[src/hdl/cltm_pkg.sv]
`timescale 1ns / 1ps
// Package for the CPU list text to mask core: character codes, phase and
// walker state types, and the command flags that pass from parser to walker.
// No dependencies.
package cltm_pkg;

   localparam int unsigned MASK_W      = 64;
   localparam int unsigned QUEUE_DEPTH = 4;

   localparam logic [7:0] CHAR_ZERO  = 8'h30;
   localparam logic [7:0] CHAR_NINE  = 8'h39;
   localparam logic [7:0] CHAR_COMMA = 8'h2C;
   localparam logic [7:0] CHAR_DASH  = 8'h2D;
   localparam logic [7:0] CHAR_COLON = 8'h3A;

   typedef enum logic [2:0] {
      PH_START,
      PH_NUM_A,
      PH_WANT_B,
      PH_NUM_B,
      PH_WANT_S,
      PH_NUM_S
   } phase_type;

   typedef enum logic [1:0] {
      WK_IDLE,
      WK_WALK,
      WK_SEND
   } walk_state_type;

   // One queued command: close a token, end the text, or both.
   typedef struct packed {
      logic last;
      logic close;
      logic fail;
   } cmd_flags_type;

   localparam int unsigned CMD_FLAGS_W = $bits(cmd_flags_type);

endpackage

[src/hdl/cltm_front.sv]
`timescale 1ns / 1ps
// Front parser: takes one text word per accepted cycle, tracks token phase
// and numbers, emits close-token and end-of-text commands. Depends on cltm_pkg.
module cltm_front #(
   parameter int unsigned NUMBER_BITS = 20
) (
   input  logic                      clock,
   input  logic                      reset,
   input  logic                      accept,
   input  logic [7:0]                req_character,
   input  logic                      req_end_of_text,
   output logic                      cmd_push,
   output cltm_pkg::cmd_flags_type   cmd_flags,
   output logic [NUMBER_BITS-1:0]    cmd_start,
   output logic [NUMBER_BITS-1:0]    cmd_end,
   output logic [NUMBER_BITS-1:0]    cmd_step
);
   import cltm_pkg::*;

   localparam int unsigned AW = NUMBER_BITS + 4;

   phase_type               phase_ff, phase_in;
   logic [NUMBER_BITS-1:0]  start_ff, start_in;
   logic [NUMBER_BITS-1:0]  end_ff, end_in;
   logic [NUMBER_BITS-1:0]  step_ff, step_in;
   logic                    junk_ff, junk_in;
   logic                    fail_ff, fail_in;

   logic                    is_digit, is_comma, in_number;
   logic [7:0]              digit_code;
   logic [NUMBER_BITS-1:0]  cur_num;
   logic [AW-1:0]           cur_ext, acc;
   logic                    acc_ovf;
   logic [NUMBER_BITS-1:0]  acc_val;

   assign is_digit   = (req_character >= CHAR_ZERO) && (req_character <= CHAR_NINE);
   assign is_comma   = (req_character == CHAR_COMMA);
   assign digit_code = req_character - CHAR_ZERO;
   assign in_number  = (phase_ff == PH_NUM_A) || (phase_ff == PH_NUM_B) ||
                       (phase_ff == PH_NUM_S);

   // times ten plus digit, by shifts
   always_comb begin
      unique case (phase_ff)
         PH_NUM_A: cur_num = start_ff;
         PH_NUM_B: cur_num = end_ff;
         default:  cur_num = step_ff;
      endcase
      cur_ext = AW'(cur_num);
      acc     = (cur_ext << 3) + (cur_ext << 1) + AW'(digit_code[3:0]);
      acc_ovf = |acc[AW-1:NUMBER_BITS];
      acc_val = acc_ovf ? '0 : acc[NUMBER_BITS-1:0];
   end

   // next state and number registers
   always_comb begin
      phase_in = phase_ff;
      start_in = start_ff;
      end_in   = end_ff;
      step_in  = step_ff;
      junk_in  = junk_ff;
      fail_in  = fail_ff;
      if (accept) begin
         if (req_end_of_text || (!fail_ff && in_number && is_comma)) begin
            phase_in = PH_START;
            start_in = '0;
            end_in   = '0;
            step_in  = NUMBER_BITS'(1);
            junk_in  = 1'b0;
            if (req_end_of_text) begin
               fail_in = 1'b0;
            end
         end else if (!fail_ff) begin
            unique case (phase_ff)
               PH_START: begin
                  if (is_digit) begin
                     start_in = NUMBER_BITS'(digit_code[3:0]);
                     phase_in = PH_NUM_A;
                  end else begin
                     fail_in = 1'b1;
                  end
               end
               PH_WANT_B: begin
                  if (is_digit) begin
                     end_in   = NUMBER_BITS'(digit_code[3:0]);
                     junk_in  = 1'b0;
                     phase_in = PH_NUM_B;
                  end else begin
                     fail_in = 1'b1;
                  end
               end
               PH_WANT_S: begin
                  if (is_digit) begin
                     step_in  = NUMBER_BITS'(digit_code[3:0]);
                     junk_in  = 1'b0;
                     phase_in = PH_NUM_S;
                  end else begin
                     fail_in = 1'b1;
                  end
               end
               default: begin
                  priority if (is_digit && !junk_ff) begin
                     if (acc_ovf) begin
                        fail_in = 1'b1;
                     end
                     if (phase_ff == PH_NUM_A) begin
                        start_in = acc_val;
                     end else if (phase_ff == PH_NUM_B) begin
                        end_in = acc_val;
                     end else begin
                        step_in = acc_val;
                     end
                  end else if (phase_ff == PH_NUM_A && req_character == CHAR_DASH) begin
                     phase_in = PH_WANT_B;
                  end else if (phase_ff == PH_NUM_B && req_character == CHAR_COLON) begin
                     phase_in = PH_WANT_S;
                  end else begin
                     junk_in = 1'b1;
                  end
               end
            endcase
         end
      end
   end

   // command outputs
   always_comb begin
      cmd_push        = accept && (req_end_of_text || (!fail_ff && in_number && is_comma));
      cmd_flags.last  = req_end_of_text;
      cmd_flags.close = !fail_ff && in_number;
      cmd_flags.fail  = req_end_of_text && (fail_ff || !in_number || junk_ff);
      cmd_start       = start_ff;
      cmd_end         = (phase_ff == PH_NUM_A) ? start_ff : end_ff;
      cmd_step        = step_ff;
   end

   always_ff @(posedge clock) begin
      if (reset) begin
         phase_ff <= PH_START;
         start_ff <= '0;
         end_ff   <= '0;
         step_ff  <= NUMBER_BITS'(1);
         junk_ff  <= 1'b0;
         fail_ff  <= 1'b0;
      end else begin
         phase_ff <= phase_in;
         start_ff <= start_in;
         end_ff   <= end_in;
         step_ff  <= step_in;
         junk_ff  <= junk_in;
         fail_ff  <= fail_in;
      end
   end

endmodule

[src/hdl/cltm_fifo.sv]
`timescale 1ns / 1ps
// Small command queue in flip-flops between parser and walker.
// Depth must be a power of two. Depends on nothing.
module cltm_fifo #(
   parameter int unsigned WIDTH = 8,
   parameter int unsigned DEPTH = 4
) (
   input  logic             clock,
   input  logic             reset,
   input  logic             push,
   input  logic [WIDTH-1:0] push_data,
   input  logic             pop,
   output logic [WIDTH-1:0] head_data,
   output logic             full,
   output logic             empty
);
   localparam int unsigned AW = (DEPTH > 1) ? $clog2(DEPTH) : 1;

   logic [WIDTH-1:0] slot_ff [DEPTH];
   logic [AW-1:0]    wr_ptr_ff, wr_ptr_in;
   logic [AW-1:0]    rd_ptr_ff, rd_ptr_in;
   logic [AW:0]      count_ff, count_in;

   assign full      = (count_ff == (AW+1)'(DEPTH));
   assign empty     = (count_ff == '0);
   assign head_data = slot_ff[rd_ptr_ff];

   always_comb begin
      wr_ptr_in = push ? wr_ptr_ff + 1'b1 : wr_ptr_ff;
      rd_ptr_in = pop  ? rd_ptr_ff + 1'b1 : rd_ptr_ff;
      count_in  = count_ff + (AW+1)'(push) - (AW+1)'(pop);
   end

   always_ff @(posedge clock) begin
      if (reset) begin
         wr_ptr_ff <= '0;
         rd_ptr_ff <= '0;
         count_ff  <= '0;
      end else begin
         wr_ptr_ff <= wr_ptr_in;
         rd_ptr_ff <= rd_ptr_in;
         count_ff  <= count_in;
      end
   end

   always_ff @(posedge clock) begin
      if (push) begin
         slot_ff[wr_ptr_ff] <= push_data;
      end
   end

endmodule

[src/hdl/cltm_walker.sv]
`timescale 1ns / 1ps
// Back end: pops commands, walks each range one CPU per cycle into the mask,
// and holds the result word until taken. Depends on cltm_pkg.
module cltm_walker #(
   parameter int unsigned CPU_COUNT   = 64,
   parameter int unsigned NUMBER_BITS = 20
) (
   input  logic                             clock,
   input  logic                             reset,
   input  logic                             cmd_empty,
   input  cltm_pkg::cmd_flags_type          cmd_flags,
   input  logic [NUMBER_BITS-1:0]           cmd_start,
   input  logic [NUMBER_BITS-1:0]           cmd_end,
   input  logic [NUMBER_BITS-1:0]           cmd_step,
   output logic                             cmd_pop,
   output logic                             rsp_valid,
   input  logic                             rsp_stall,
   output logic [cltm_pkg::MASK_W-1:0]      rsp_cpu_mask,
   output logic                             rsp_valid_res
);
   import cltm_pkg::*;

   localparam int unsigned CW  = NUMBER_BITS + 1;
   localparam int unsigned CIW = (CPU_COUNT > 1) ? $clog2(CPU_COUNT) : 1;

   walk_state_type          state_ff, state_in;
   logic [CW-1:0]           cpu_ff;
   logic [NUMBER_BITS-1:0]  end_ff;
   logic [NUMBER_BITS-1:0]  step_ff;
   logic                    last_ff;
   logic                    fail_ff;
   logic [CPU_COUNT-1:0]    mask_ff;

   logic                    bad_range, walk_go, take_rsp;
   logic [MASK_W-1:0]       mask_ext;

   assign bad_range = (cmd_step == '0) || (cmd_start > cmd_end);
   assign walk_go   = (cpu_ff <= CW'(end_ff)) && (cpu_ff < CW'(CPU_COUNT));
   assign take_rsp  = rsp_valid && !rsp_stall;

   // next state
   always_comb begin
      state_in = state_ff;
      unique case (state_ff)
         WK_IDLE: begin
            if (!cmd_empty) begin
               priority if (cmd_flags.close && !bad_range) begin
                  state_in = WK_WALK;
               end else if (cmd_flags.last) begin
                  state_in = WK_SEND;
               end else begin
                  state_in = WK_IDLE;
               end
            end
         end
         WK_WALK: begin
            if (!walk_go) begin
               state_in = last_ff ? WK_SEND : WK_IDLE;
            end
         end
         WK_SEND: begin
            if (!rsp_stall) begin
               state_in = WK_IDLE;
            end
         end
         default: state_in = WK_IDLE;
      endcase
   end

   // outputs
   always_comb begin
      cmd_pop   = (state_ff == WK_IDLE) && !cmd_empty;
      rsp_valid = (state_ff == WK_SEND);
      mask_ext  = '0;
      mask_ext[CPU_COUNT-1:0] = mask_ff;
      rsp_cpu_mask  = fail_ff ? '0 : mask_ext;
      rsp_valid_res = !fail_ff;
   end

   always_ff @(posedge clock) begin
      if (reset) begin
         state_ff <= WK_IDLE;
         fail_ff  <= 1'b0;
         mask_ff  <= '0;
      end else begin
         state_ff <= state_in;
         if (cmd_pop) begin
            fail_ff <= fail_ff || cmd_flags.fail || (cmd_flags.close && bad_range);
         end else if (take_rsp) begin
            fail_ff <= 1'b0;
         end
         if (state_ff == WK_WALK && walk_go) begin
            mask_ff[cpu_ff[CIW-1:0]] <= 1'b1;
         end else if (take_rsp) begin
            mask_ff <= '0;
         end
      end
   end

   // range walk registers
   always_ff @(posedge clock) begin
      if (cmd_pop) begin
         cpu_ff  <= CW'(cmd_start);
         end_ff  <= cmd_end;
         step_ff <= cmd_step;
         last_ff <= cmd_flags.last;
      end else if (state_ff == WK_WALK && walk_go) begin
         cpu_ff <= cpu_ff + CW'(step_ff);
      end
   end

endmodule

[src/hdl/cpu_list_text_to_mask_core.sv]
`timescale 1ns / 1ps
// Top level of the CPU list text to mask core: parser front, command queue,
// range walker back. Depends on cltm_pkg, cltm_front, cltm_fifo, cltm_walker.
//
//   channel   direction   handshake               word
//   req_      in          req_valid / req_stall   req_character, req_end_of_text
//   rsp_      out         rsp_valid / rsp_stall   rsp_cpu_mask, rsp_valid_res
//
// The front takes one text word per cycle while the queue has room; an
// end-of-text word, or a comma that closes a number, queues a command. The
// walker pops a command while idle; a token with a good range then visits
// every step-th CPU of its range below CPU_COUNT in turn and then finishes,
// and the queue hides that back-end time until it fills. An end word then
// offers the result until it is taken. Reset is synchronous and clears
// parser, queue and walker.
// req_stall rises only while the command queue is full; a finished result
// waits in the walker while the front keeps taking the next text.
module cpu_list_text_to_mask_core #(
   parameter int unsigned CPU_COUNT   = 64,
   parameter int unsigned NUMBER_BITS = 20
) (
   input  logic                         clock,
   input  logic                         reset,
   input  logic                         req_valid,
   output logic                         req_stall,
   input  logic [7:0]                   req_character,
   input  logic                         req_end_of_text,
   output logic                         rsp_valid,
   input  logic                         rsp_stall,
   output logic [cltm_pkg::MASK_W-1:0]  rsp_cpu_mask,
   output logic                         rsp_valid_res
);
   import cltm_pkg::*;

   // queue entry: flags, start, end, step
   localparam int unsigned QW = CMD_FLAGS_W + 3 * NUMBER_BITS;

   logic                    req_accept;
   logic                    front_push;
   cmd_flags_type           front_flags;
   logic [NUMBER_BITS-1:0]  front_start, front_end, front_step;

   logic [QW-1:0]           q_head;
   logic                    q_full, q_empty, q_pop;

   cmd_flags_type           head_flags;
   logic [NUMBER_BITS-1:0]  head_start, head_end, head_step;

   // hold the input only when the queue has no room
   assign req_stall  = q_full;
   assign req_accept = req_valid && !req_stall;

   cltm_front #(
      .NUMBER_BITS (NUMBER_BITS)
   ) u_front (
      .clock           (clock),
      .reset           (reset),
      .accept          (req_accept),
      .req_character   (req_character),
      .req_end_of_text (req_end_of_text),
      .cmd_push        (front_push),
      .cmd_flags       (front_flags),
      .cmd_start       (front_start),
      .cmd_end         (front_end),
      .cmd_step        (front_step)
   );

   cltm_fifo #(
      .WIDTH (QW),
      .DEPTH (QUEUE_DEPTH)
   ) u_queue (
      .clock     (clock),
      .reset     (reset),
      .push      (front_push),
      .push_data ({front_flags, front_start, front_end, front_step}),
      .pop       (q_pop),
      .head_data (q_head),
      .full      (q_full),
      .empty     (q_empty)
   );

   // unpack the queue head
   assign {head_flags, head_start, head_end, head_step} = q_head;

   cltm_walker #(
      .CPU_COUNT   (CPU_COUNT),
      .NUMBER_BITS (NUMBER_BITS)
   ) u_walker (
      .clock         (clock),
      .reset         (reset),
      .cmd_empty     (q_empty),
      .cmd_flags     (head_flags),
      .cmd_start     (head_start),
      .cmd_end       (head_end),
      .cmd_step      (head_step),
      .cmd_pop       (q_pop),
      .rsp_valid     (rsp_valid),
      .rsp_stall     (rsp_stall),
      .rsp_cpu_mask  (rsp_cpu_mask),
      .rsp_valid_res (rsp_valid_res)
   );

   // the parser never pushes into a full queue
   a_no_overflow: assert property (@(posedge clock) disable iff (reset)
      front_push |-> !q_full)
      else $error("command pushed into full queue");

   // the walker never pops an empty queue
   a_no_underflow: assert property (@(posedge clock) disable iff (reset)
      q_pop |-> !q_empty)
      else $error("command popped from empty queue");

   // a rejected text always reports an empty mask
   a_fail_mask_zero: assert property (@(posedge clock) disable iff (reset)
      (rsp_valid && !rsp_valid_res) |-> (rsp_cpu_mask == '0))
      else $error("invalid result with nonzero mask");

   // a taken result is not offered again in the next cycle
   a_no_repeat: assert property (@(posedge clock) disable iff (reset)
      (rsp_valid && !rsp_stall) |=> !rsp_valid)
      else $error("result repeated");

endmodule

[config.mk]
export PLATFORM = sky130hd
export DESIGN_NAME = cpu_list_text_to_mask_core
export DESIGN_NICKNAME = d
export VERILOG_FILES = /design/src/hdl/cltm_pkg.sv /design/src/hdl/cltm_front.sv /design/src/hdl/cltm_fifo.sv /design/src/hdl/cltm_walker.sv /design/src/hdl/cpu_list_text_to_mask_core.sv
export SDC_FILE = /design/constraint.sdc
export NUM_CORES = 1
export LEC_CHECK = 0
export BUFFER_PORTS_ARGS = -buffer_cell sky130_fd_sc_hd__buf_2
export CORE_MARGIN = 4
export CORE_UTILIZATION = 60
export DETAILED_ROUTE_END_ITERATION = 8
export PLACE_DENSITY = 0.81
export SLEW_MARGIN = 10
export SYNTH_ARGS = -nofsm -noshare
export SYNTH_HDL_FRONTEND = slang
export SYNTH_SLANG_ARGS = --single-unit
[constraint.sdc]
create_clock -name clock -period 7.3 [get_ports clock]
set_input_delay 1.095 -clock clock [delete_from_list [all_inputs] [get_ports clock]]
set_output_delay 1.095 -clock clock [all_outputs]
set_load 0.05 [all_outputs]
==> Word level (Yosys, flattened, before mapping) <==
Memories as Yosys holds them, arrays and structs flattened. A register that Yosys moved wholly into a read port is not among the register bits.
Index checks and enable logic that the tools add are counted.
{ "word_totals": {"register_bits": 201, "mem_bits_rw": 252, "input_bits": 13, "out_inout_bits": 67, "wordCells": 186, "n_memories": 1} }
{ "classes": {"addsub": 8, "n_lt_le_gt_ge": 7, "eq_ne": 31, "mux": 64, "bitwise_logic": 1, "reduce_logical": 57} }
{ "memory_table": {"columns": ["memory", "depth", "word_bits", "read_ports", "rd_ports_with_merged_regs", "write_ports", "line", "text"], "rows": [
  ["u_queue.slot_ff", 4, 63, 1, 1, 1, "cltm_fifo.sv:19", "logic [WIDTH-1:0] slot_ff [DEPTH];"]
]} }
{ "ops": {"columns": ["cell", "n"], "rows": [
  ["two-way mux 20 bit", 19],
  ["two-way mux 64 bit", 3],
  ["case mux 20 bit (2 select lines)", 4],
  ["bitwise OR 64 bit", 1],
  ["AND reduction 7 bit", 4],
  ["adder 23 x 21 -> 24 bit", 1],
  ["adder 24 x 4 -> 24 bit", 1],
  ["equality test 8 x 6 -> 1 bit (second input constant)", 3],
  ["two-way mux 3 bit", 8],
  ["adder 21 x 20 -> 21 bit", 1],
  ["<= comparator 21 x 20 -> 1 bit", 1],
  ["less-than comparator 21 x 7 -> 1 bit (second input constant)", 1],
  ["greater-than comparator 20 bit", 1],
  ["logical NOT 20 bit", 1],
  ["two-way mux 1 bit", 18],
  ["inequality test 3 x 2 -> 1 bit (second input constant)", 6],
  ["logical AND 1 bit", 16],
  ["two-way mux 2 bit", 8],
  ["nonzero test 3 bit", 5],
  ["inequality test 3 x 1 -> 1 bit (second input constant)", 4],
  ["inequality test 2 bit (second input constant)", 5],
  ["equality test 3 bit (second input constant)", 3],
  ["case mux 3 bit (3 select lines)", 1],
  ["greater-or-equal comparator 8 x 6 -> 1 bit (second input constant)", 1],
  ["other kinds (28)", 52]
]} }

==> Depth between registers and ports, before layout <==
{ "logic_depth": {"ltp_word": 12, "mapped_depth": 17, "depth_no_buf": 15} }

==> Hierarchy <==
From an unflattened synthesis, not the netlist that was laid out.
{ "unflattened": {"hier_cells": 1679, "area_unflattened_um2": 21206.6} }
{ "modules_own_cells": {"columns": ["mod", "instances", "cells_each", "area_per_inst_um2", "seq_area_each_um2"], "rows": [
  ["cltm_fifo", 1, 371, 9601.7, 7747.4],
  ["cltm_walker", 1, 747, 6994.2, 3193.1],
  ["cltm_front", 1, 560, 4596.9, 1301.2],
  ["cpu_list_text_to_mask_core", 1, 1, 13.8, 0.0]
]} }

==> Worst setup path before layout <==
No wires, ideal clock.
{ "synth_timing": {"path_type": "register -> register", "start": "reg u_front.phase_ff[1]", "end": "reg u_front.fail_ff", "setup_ps": 122, "arrival_time_ps": 4273, "required_ps": 7178, "slack_ps": 2906, "path_stages_with_launch": 18, "n_path_buf": 3, "synth_period_minus_slack_ps": 4394, "cell_sequence": "dfxtp_1 clkbuf_1 buf_1 mux2i_1 o21ai_0 inv_1 fa_1 inv_1 fa_1 a211oi_1 o21ai_0 a21oi_1 or2_2 a211oi_2 a2111oi_4 buf_6 nor4_1 o311a_1"} }
{ "synth_between": {"elab_chain_cells": 10, "elab_cells_between_ends": 23, "classes_between": "add/sub (2); eq/ne (6); mux (6); reduce/logical (9)"} }
{ "synth_lines": {"columns": ["element", "line", "text"], "rows": [
  ["from (decl)", "cltm_front.sv:22", "phase_type phase_ff, phase_in;"],
  ["from (signal assigned)", "cltm_front.sv:146", "phase_ff <= phase_in;"],
  ["equality test 3 x 2 -> 1 bit or equality test 3 x 1 -> 1 bit (tied branches)", "cltm_front.sv:39, cltm_front.sv:44", null],
  ["case mux 20 bit (2 select lines)", "cltm_front.sv:44", "unique case (phase_ff)"],
  ["adder 23 x 21 -> 24 bit", "cltm_front.sv:50", "acc = (cur_ext << 3) + (cur_ext << 1) + AW'(digit_code[3:0]);"],
  ["adder 24 x 4 -> 24 bit", "cltm_front.sv:50", null],
  ["OR reduction 4 bit", "cltm_front.sv:51", "acc_ovf = |acc[AW-1:NUMBER_BITS];"],
  ["two-way mux 1 bit", "cltm_front.sv:103", "if (acc_ovf) begin"],
  ["two-way mux 1 bit", "cltm_front.sv:102", "priority if (is_digit && !junk_ff) begin"],
  ["two-way mux 1 bit", null, null],
  ["two-way mux 1 bit", "cltm_front.sv:73", "end else if (!fail_ff) begin"],
  ["two-way mux 1 bit", "cltm_front.sv:64", "if (req_end_of_text || (!fail_ff && in_number && is_comma)) begin"],
  ["to (signal assigned)", "cltm_front.sv:151", "fail_ff <= fail_in;"],
  ["to (decl)", "cltm_front.sv:27", "logic fail_ff, fail_in;"]
]} }
Parallel ways exist; a longest one is shown, timed or not.
A chain may end at the register's enable or synchronous reset.

==> Worst setup path after layout <==
{ "layout_timing": {"start": "reg u_front.phase_ff[0]", "end": "reg u_front.start_ff[18], in the netlist u_front.cmd_start[18]"} }
{ "layout_between": {"elab_chain_cells": 11, "elab_cells_between_ends": 28, "classes_between": "add/sub (2); eq/ne (8); mux (7); reduce/logical (11)"} }
{ "layout_lines": {"columns": ["element", "line", "text"], "rows": [
  ["equality test 3 x 2 -> 1 bit or equality test 3 x 1 -> 1 bit (tied branches)", "cltm_front.sv:39, cltm_front.sv:44, cltm_front.sv:106", null],
  ["case mux 20 bit (2 select lines)", "cltm_front.sv:44", null],
  ["adder 23 x 21 -> 24 bit", "cltm_front.sv:50", null],
  ["adder 24 x 4 -> 24 bit", "cltm_front.sv:50", null],
  ["OR reduction 4 bit", "cltm_front.sv:51", null],
  ["two-way mux 20 bit", "cltm_front.sv:52", "acc_val = acc_ovf ? '0 : acc[NUMBER_BITS-1:0];"],
  ["two-way mux 20 bit", "cltm_front.sv:106", "if (phase_ff == PH_NUM_A) begin"],
  ["two-way mux 20 bit", "cltm_front.sv:102", null],
  ["case mux 20 bit (2 select lines)", "cltm_front.sv:74", "unique case (phase_ff)"],
  ["two-way mux 20 bit", "cltm_front.sv:73", null],
  ["two-way mux 20 bit", "cltm_front.sv:64", null],
  ["to (signal assigned)", "cltm_front.sv:147", "start_ff <= start_in;"],
  ["to (decl)", "cltm_front.sv:23", "logic [NUMBER_BITS-1:0] start_ff, start_in;"]
]} }
Parallel ways exist; a longest one is shown, timed or not. The select of a mux whose other input is x is not followed.

==> out/qor.yml <==
antenna_found_initial: 1
gp_congestion: 0.889
busiest_layer: "met2"
final_common_cell: "edfxtp_1"
fin_crit_ns: 5.73
ys_types: 69
syn_inst: 1676
clkTransAtPathRegs_ns: 0.07
synth_seq_cells: 455
nNetsFinal: 1867
grt_overflow_total: 0
met3_usage_pct: 3.92
cts_resized: 0
drt-total-wl_mm: 49.2
finClkSkew_ns: 0.0329
synthFlopType: "edfxtp_1"
synthArstFlopShare_pct: 0
critPathMaxFanout: 39
ant_nets: 0
post_cts_buffers: 0
numCtsBuffers: 43
startpoint: "u_front.phase_ff[0]"
final_cells: 2235
drt-initial-drc-count: 1314
n_antenna_cell: 0
outcome: "complete, no violations"
synth_edf_count: 313
finalCritPeriodShare_pct: 78.5
endpoint_kind: "flip-flop"
gr-usage-met2_pct: 41.9
drive_gt1_share_pct: 15.6
maxSlewHeadroom_pct: 21.6
cts-hold-fix-buffers: 0
holdCritPathClass: "flip-flop to flip-flop"
maxSlewViolCount: 0
wire_per_inst_um: 22.0
initial_core_util_pct: 60.7
clockBufferDepth: 3
finalSetupViolCount: 0
placedCellCount: 2155
fmax_ghz: 0.175
yosysWarnings: 0
die_h_um: 195
syn_to_final_growth_pct: 10.7
grt_max_degree: 68
p_per_area_nw_per_um2: 358
track_usage_pct: 25.6
die_w_um: 195
vdd_drop_max_v: 0.000255
grt_pass1_wl_mm: 77.2
most-common-layout-cells: "edfxtp_1, nand2_1, dfxtp_1"
grt_pass1_vias: 13795
coreArea_um2: 34500
firstDrtPassIters: 6
crit_type: "flip-flop to flip-flop"
cts_tree: "built"
cts-root-buf: "clkbuf_16"
vias: 14021
maxCapViolations: 0
syn_nets: 1798
ys_seq_area_share_pct: 58.5
rows: 68
clk_latency_ns: 0.57
crit_arrival_ns: 6.21
ioPinCount: 80
cp-start-kind: "flip-flop"
setup_tns_ns: 0
synth.cell_area_um2: 20900
avgSynthCellArea_um2: 12.5
remaining_drc_errors: 0
die-area_um2: 37900
dpl.hpwl_mm: 31.8
worst_slew_pin_slew_ns: 1.18
hold_viol: 0
io_buffers: 79
rr_startpoint: "u_front.phase_ff[0]"
leakage_nw: 8.71
grtUsageMet1_pct: 35.2
rsz0062_at_grt: "false"
vias_per_cell: 6.27
cp.required_ns: 7.78
cts_max_level: 2
cts.sinks: 455
worstHoldStart: "u_walker.mask_ext[39]"
==> synthesized netlist by cell type, drive strengths merged, types with 5 or more instances <==
cell type	instances	area, µm²
a211o	6	52.6
a211oi	10	85.1
a21o	25	188
a21oi	70	354
a22o	33	289
a311oi	5	43.8
a31o	7	61.3
a31oi	5	46.3
and2	5	31.3
and3	16	100
buf	23	116
clkbuf	47	176
dfxtp	142	2840
edfxtp	313	9400
ha	105	1310
inv	76	285
mux2	21	236
mux2i	22	220
mux4	63	1420
nand2	182	683
nand2b	19	119
nand3	22	110
nand4	24	150
nor2	80	300
nor2b	81	507
nor3	19	95.1
nor3b	7	57.6
nor4	14	87.6
o21a	11	82.6
o21ai	136	684
o31ai	6	45.0
or3	6	42.5
xnor2	18	158
xor2	11	96.3
==> flip-flops by register name (all words and copies together) (netlist names), 20 cells and up, named ones only <==
signal,count
u_front.cmd_start,20
u_front.end_ff,20
u_front.cmd_step,20
u_walker.step_ff,20
u_walker.end_ff,20
u_queue.slot_ff,252
u_walker.mask_ext,64
u_walker.cpu_ff,21
==> logic make-up (layout without fill, tap and decap cells) <==
group,count (synthesis),after routing,share of synthesized area [%]
flops,455,455,58.5
simple gates,491,491,11.5
buf+inv,147,251,2.78
xor+xnor,29,29,1.21
mux,106,106,8.96
compound gates,339,339,10.4
fa+ha+maj,109,109,6.66
==> final timing paths <==
check	end	cells after the start	slack, ns
max	u_front.cmd_start[18]	14	1.57
min	u_walker.mask_ext[39]	2	0.44
max reg2reg	u_front.cmd_start[18]	14	1.57
min reg2reg	u_walker.mask_ext[39]	2	0.44
==> stage by stage <==
step | total power [mW] | worst slack, ns | hold slack, ns | instance area, µm² | util [%]
2_1_floorplan | 5.34 | 2.91 | 0.417 | 20900 | -
3_3_place_gp | 5.90 | 1.97 | 0.427 | 21700 | 63.1
3_5_place_dp | 6.02 | 1.71 | 0.434 | 21700 | 63.1
4_1_cts | 8.29 | 1.65 | 0.448 | 23200 | 67.2
5_1_grt | 8.73 | 1.08 | 0.476 | 23200 | 67.2
6_report | 8.28 | 1.57 | 0.445 | 23200 | 67.2
==> per-layer routing <==
layer | vias to the layer above | wire length (µm) | share of wire, %
li1 | 6387 | - | -
met1 | 6813 | 19600 | 40
met2 | 706 | 24000 | 49
met3 | 113 | 3880 | 7.9
met4 | 2 | 1700 | 3.5
met5 | - | 13 | 0.026
==> cell type report <==
class                      count  area, µm²
multi-input combinational   1074       8130
fill                        2307      11300
timing repair buffer          94        508
sequential                   455      12200
clock buffer                  62       1290
inverter                      77        289
tap                          455        569
clock inverter                18        143
==> power breakdown <==
| group | internal, mW | total, mW | leakage [nW] | switching, mW |
|---|---|---|---|---|
| registers | 3.19 | 3.48 | 4.06 | 0.285 |
| clock network | 1.27 | 2.23 | 0.715 | 0.953 |
| logic | 1.03 | 2.58 | 3.93 | 1.55 |
==> worst max-delay path, cell delays in order, from the launching register on <==
cell       delay, ns
dfxtp_1         0.56
nand2b_1        0.69
o21ai_0         0.48
inv_1           0.11
fa_1            0.52
inv_1           0.07
fa_1            0.48
a211oi_1        0.38
o21ai_0         0.17
a21oi_1         0.23
or2_2           0.20
a211oi_2        0.09
a2111oi_4       0.83
and3_1          0.57
a22o_1          0.24
(Power assumes the default switching activity.)
